$ cat src/hdl/assert_macros.svh
`ifndef ASSERT_MACROS_SVH
`define ASSERT_MACROS_SVH

// Check that a condition holds at every edge outside reset.
`define CHK_ALWAYS(label, clk, rst, cond) \
  label: assert property (@(posedge clk) disable iff (rst) (cond)) \
    else $error("assertion failed");

// Check a condition in the same cycle as its trigger.
`define CHK_SAME(label, clk, rst, ante, cons) \
  label: assert property (@(posedge clk) disable iff (rst) (ante) |-> (cons)) \
    else $error("assertion failed");

// Check a condition in the cycle after its trigger.
`define CHK_NEXT(label, clk, rst, ante, cons) \
  label: assert property (@(posedge clk) disable iff (rst) (ante) |=> (cons)) \
    else $error("assertion failed");

`endif

$ cat src/hdl/mtf_pkg.sv
package mtf_pkg;

  localparam int DEPTH      = 16;
  localparam int NAME_BYTES = 20;
  localparam int MAIL_BYTES = 32;

  localparam int NameKeep = (NAME_BYTES < 20) ? NAME_BYTES : 20;
  localparam int NAME_W   = NameKeep * 8;
  localparam int PHONE_W  = 160;
  localparam int MAIL_W   = MAIL_BYTES * 8;
  localparam int CNT_W    = $clog2(DEPTH + 1);
  localparam int POS_W    = 4;

  typedef enum logic [1:0] {
    STAT_INSERTED  = 2'd0,
    STAT_FOUND     = 2'd1,
    STAT_NOT_FOUND = 2'd2,
    STAT_FULL      = 2'd3
  } status_t;

  typedef enum logic [1:0] {
    S_IDLE,
    S_CMP,
    S_UPD
  } state_t;

  localparam logic CMD_INSERT = 1'b0;
  localparam logic CMD_SEARCH = 1'b1;

  typedef struct packed {
    logic [NAME_W-1:0]  name;
    logic [PHONE_W-1:0] phone;
    logic [MAIL_W-1:0]  mail;
  } rec_t;

  typedef struct packed {
    logic cmp_en;     // latch the name compare
    logic shift_all;  // insert: every cell takes its neighbour's record
    logic shift_hit;  // search: cells up to the match take their neighbour's record
  } cell_ctl_t;

endpackage

$ cat src/hdl/mtf_cell.sv
module mtf_cell (
  input  logic                      clk,
  input  logic                      rst,
  input  mtf_pkg::cell_ctl_t        ctl,
  input  logic                      live,
  input  logic [mtf_pkg::NAME_W-1:0] key,
  input  mtf_pkg::rec_t             prev,
  output mtf_pkg::rec_t             rec,
  input  logic                      hit_in,
  output logic                      hit_out,
  output logic                      sel,
  output mtf_pkg::rec_t             found
);
  import mtf_pkg::*;

  logic eq;

  always_ff @(posedge clk) begin
    if (rst) begin
      eq <= 1'b0;
    end else if (ctl.cmp_en) begin
      eq <= live && (rec.name == key);
    end
  end

  // Take the neighbour's record on an insert; on a search, hold once a match lies in front of this cell.
  always_ff @(posedge clk) begin
    if (ctl.shift_all || (ctl.shift_hit && !hit_in)) begin
      rec <= prev;
    end
  end

  assign hit_out = hit_in | eq;
  assign sel     = eq & ~hit_in;
  assign found   = sel ? rec : '0;

endmodule

$ cat config.mk
export PLATFORM = sky130hd
export DESIGN_NAME = mtf_cell
export DESIGN_NICKNAME = d
export VERILOG_FILES = /design/src/hdl/assert_macros.svh /design/src/hdl/mtf_pkg.sv /design/src/hdl/mtf_cell.sv
export SDC_FILE = /design/constraint.sdc
export NUM_CORES = 1
export LEC_CHECK = 0
export BUFFER_PORTS_ARGS = -buffer_cell sky130_fd_sc_hd__buf_2
export CAP_MARGIN = 30
export CORE_AREA = 2 2 732 734
export CTS_BUF_LIST = sky130_fd_sc_hd__clkbuf_2
export CTS_CLUSTER_SIZE = 16
export DETAILED_ROUTE_END_ITERATION = 16
export DIE_AREA = 0 0 734 736
export PLACE_DENSITY = 0.3
export SLEW_MARGIN = 30
export SYNTH_ARGS = -nofsm -noshare
export SYNTH_HDL_FRONTEND = slang
export SYNTH_SLANG_ARGS = --single-unit
$ cat constraint.sdc
create_clock -name clk -period 17.8 [get_ports clk]
set_input_delay 4.45 -clock clk [delete_from_list [all_inputs] [get_ports clk]]
set_output_delay 4.45 -clock clk [all_outputs]
set_load 0.005 [all_outputs]
# == Yosys cells after proc, flatten, opt, wreduce, memory -nomap -nowiden ==
# Cells that the tools add are included.
# op_classes
n_mux,1
bitwise_logic,3
eq_ne,1
reduce_logical,4
# ops
operator,n
$mux 576,1
$eq 160x160->1,1
$logic_and 1x1->1,2
$and 1x1->1,1
$logic_not 1->1,1
$logic_or 1x1->1,1
$not 1->1,1
$or 1x1->1,1
# word_totals
reg_bits,577
wordCells,13

# == Logic depth before layout (Yosys ltp) ==
# logic_depth
word_depth,3
mapped_depth,6

# == Worst setup path before layout ==
# Ideal clock, no wire load.
# synth_path
path_kind,input -> register
from,input hit_in
to,register rec[0] (netlist bit) (enable)
n_path_buf,0
cell_stages,2
setup_slack_ns,0.843
setup_ns,0.948
required_ns,16.852
t_arrival_ns,16.008
path_cell_list,inv_1 a21o_1
# synth_between
elab_chain_len,3
# synth_rtl
element,line_no,source
"start, declared",mtf_cell.sv:9,"input logic hit_in,"
$logic_not 1->1,mtf_cell.sv:28,if (ctl.shift_all || (ctl.shift_hit && !hit_in)) begin
$logic_and 1x1->1,mtf_cell.sv:28,
$logic_or 1x1->1,mtf_cell.sv:28,
"end signal, assigned",mtf_cell.sv:29,rec <= prev;
"end, declared",mtf_cell.sv:8,"output mtf_pkg::rec_t rec,"
# Every way passes these cells.
# A chain may end at the register's enable or synchronous reset.

==> parameters.txt <==
Parameter                              Value

Drt
  Number of search-and-repair iterations in the first detailed-routing pass    5
  Final routed wirelength across all metal layers    413,700 µm
  Avg Vias per Cell    2.340
  Via total after detailed routing    25,412
  Routed wire per std cell    38.09 µm
  Number of DRC markers in iteration 0    1,772
  Number of routed nets with antenna violations    0
  Number of remaining DRC errors    0

Timing
  Min Tclk post-route    11.18 ns
  Slew at the pin closest to its max-slew limit    1.147 ns
  Final worst-path cycle share    62.82%
  Total count of hold-check failures in the final report    0
  Final-layout setup total negative slack    0 ns
  Final setup fails    0
  Setup repair after global routing missed its margin    no
  Max Clock Skew    0.1189 ns
  Worst path setup slack after routing    6.618 ns
  Worst max-slew margin expressed relative to the limit    23.55%
  Maximum frequency from static timing analysis    89.43 MHz
  Number of max-slew violations in the final report    0

Critical path
  Kind of start point of the critical path    primary input
  Data arrival, critical path    6.73 ns
  Required time of the critical path    13.35 ns
  Largest driver fanout on the critical path    126
  Slack of the worst reg-to-reg path    14.17 ns
  Worst Setup Path Type    primary input to output port
  FF-to-FF End    eq
  Crit Reg-Reg Startpoint    rec[575]
  Register-to-Register Path Depth    6
  Critical Path End Type    output port

Run
  Max-cap check violation count    0

Final layout
  Nets    4,342
  Most frequent standard cell in the layout excluding fill and tap cells    buf_2
  Commonest cells after routing, fill and taps aside    buf_2 (1,896), edfxtp_1 (576), and2_1 (575)
  Ratio of cells with drive above 1 in the final layout    59.95%
  Synth-to-Final Area Change    88.14%

Global route
  Wire length of the first global-routing pass    466,000 µm
  Overall overflow remaining after global route    0
  Via count of the first global-routing pass    24,586
  Largest net degree at the start of global routing    178
  Number of antenna violations at the first check in global routing    322
  Global-route usage over all layers    14.64%

Floorplan
  Floorplan die width    734 µm
  Site Rows    268
  Initial core utilization    4.399%
  Ports placed on the boundary    1,897
  Die span in y    736 µm
  Core Box Area    531,800 µm²
  Die ar.    540,200 µm²

Placement
  Total of buffers placed on input and output ports    1,896
  Worst slack at placement    6.481 ns
  Estimated wirelength of the detail-placed design    376,000 µm
  RD Place Congestion    0.9772

Synth
  Most common flop cell mapped by yosys    edfxtp_1
  Syn Area/Cell    15.25 µm²
  Synthesized instance count    1,534
  Syn Std Cell Area    23,390 µm²
  Async set or reset register ratio after synthesis    0%
  EDFF count, synth    576
  Net Count, Synth    2,277
  Post-synthesis register bit count    577
  Proportion of synthesized chip area in sequential cells    74.03%
  Post-synth cell types    31
  Total number of yosys warnings    0

Power and ir drop
  Worst vdd rail ir drop    0.04007 mV
  Reported leakage power    0.01842 µW
  Power density of the placed cells    90.45 nW/µm²

Hold path
  Hold wc startpoint    eq
  Class of the most critical hold timing path    flop to flop
  Endpoint, Worst Hold    eq
  WHS Path Cells    1

Clock network
  Clock tree buffer depth    4
  TritonCTS buffer count    195
  Number of gates given a new drive strength after cts    0
  Register clock-pin slew on the reported worst setup and hold paths    0.10 ns
  Hold-fix buffers at CTS    0
  Clock sink total    577
  Buffers inserted by post-CTS timing repair    0
  Clock tree from TritonCTS    yes
  Worst-skew pair later-pin latency    1.86 ns
  Level count of the clock H-tree    4
  Clock tree root buffer cell    clkbuf_2

Outcome
  Result of the run    completed
worst max-delay path, stage by stage:
cell	delay, ns
buf_2	0.13
nor2b_4	0.23
buf_4	0.36
buf_16	0.27
buf_6	0.54
and2_1	0.29
buf_2	0.16
logic make-up after synthesis:
kind of cell | share of synthesized area, %
AOI/OAI and AO/OA | 2.033
xor gates and xnor gates | 2.883
buffers and inverters | 1.733
DFF | 74.03
and+or+nand+nor | 19.33
cell usage after synthesis (all sizes together) (2+ instances only):
cell type  count  area, µm²
o22ai         15      93.84
nor3           3      15.01
clkbuf        64      240.2
nor2b         60      382.9
o2111ai        9      78.83
nor2           2      7.510
nand2b        27      168.9
and2b          8      63.82
and2         576       3605
o2bb2ai        2      17.52
nor4          23      150.1
nand4         16      100.1
xor2          40      350.3
a2111oi        2      17.52
a2111o        20      225.2
xnor2         37      324.1
inv           44      165.2
a22o           2      17.52
edfxtp       576      17300
sequential cells by signal (all words and copies together), names as in the netlist:
register / count
rec: 576
eq: 1
cell type report:
class	count	area, µm²
diodes	94	235.2
clock buffers	269	1346
clock inverters	77	455.4
fillers	62332	487800
inverters	44	165.2
multi-input cells	849	5746
flip-flops and latches	577	17320
well taps	7020	8783
repair buffers	1932	9962
worst max-delay path by stage:
stage,from,endpoint,cells after the start
after floorplan,hit_in,rec[0],2
after global placement,hit_in,found[150],6
after detailed placement,hit_in,found[150],6
after CTS,hit_in,found[150],6
after global routing,hit_in,found[174],7
final,hit_in,found[150],7
through the flow:
step | total power [µW] | cell area [µm²] | instances | utilization [%] | hold slack, ns
6_report | 3980 | 44010 | 10862 | 8.275 | 0.6424
5_1_grt | 4207 | 43830 | 10790 | 8.241 | 0.6391
4_1_cts | 4156 | 43720 | 10766 | 8.220 | 0.6335
3_5_place_dp | 2735 | 41910 | 10420 | 7.881 | 0.6089
3_3_place_gp | 2730 | 41710 | 10411 | 7.843 | 0.6133
2_1_floorplan | 1867 | 23390 | 1534 | - | 0.4562
routing by layer:
layer | vias up | routed length (µm) | GRT usage, %
met5 | - | 939 | 0
met4 | 140 | 17650 | 5.042
met3 | 791 | 77400 | 12.26
met2 | 2333 | 179700 | 22.79
met1 | 12387 | 138000 | 14.32
li1 | 9761 | - | -
power breakdown:
group / total [µW] / leakage (µW) / switching, µW / internal [µW]
Combinational: 717 / 0.0113 / 531 / 186
Sequential: 1940 / 0.00576 / 289 / 1650
Clock: 1320 / 0.00135 / 839 / 482
Total: 3980 / 0.0184 / 1660 / 2320
Note: power is estimated with default switching activity, not from simulation.
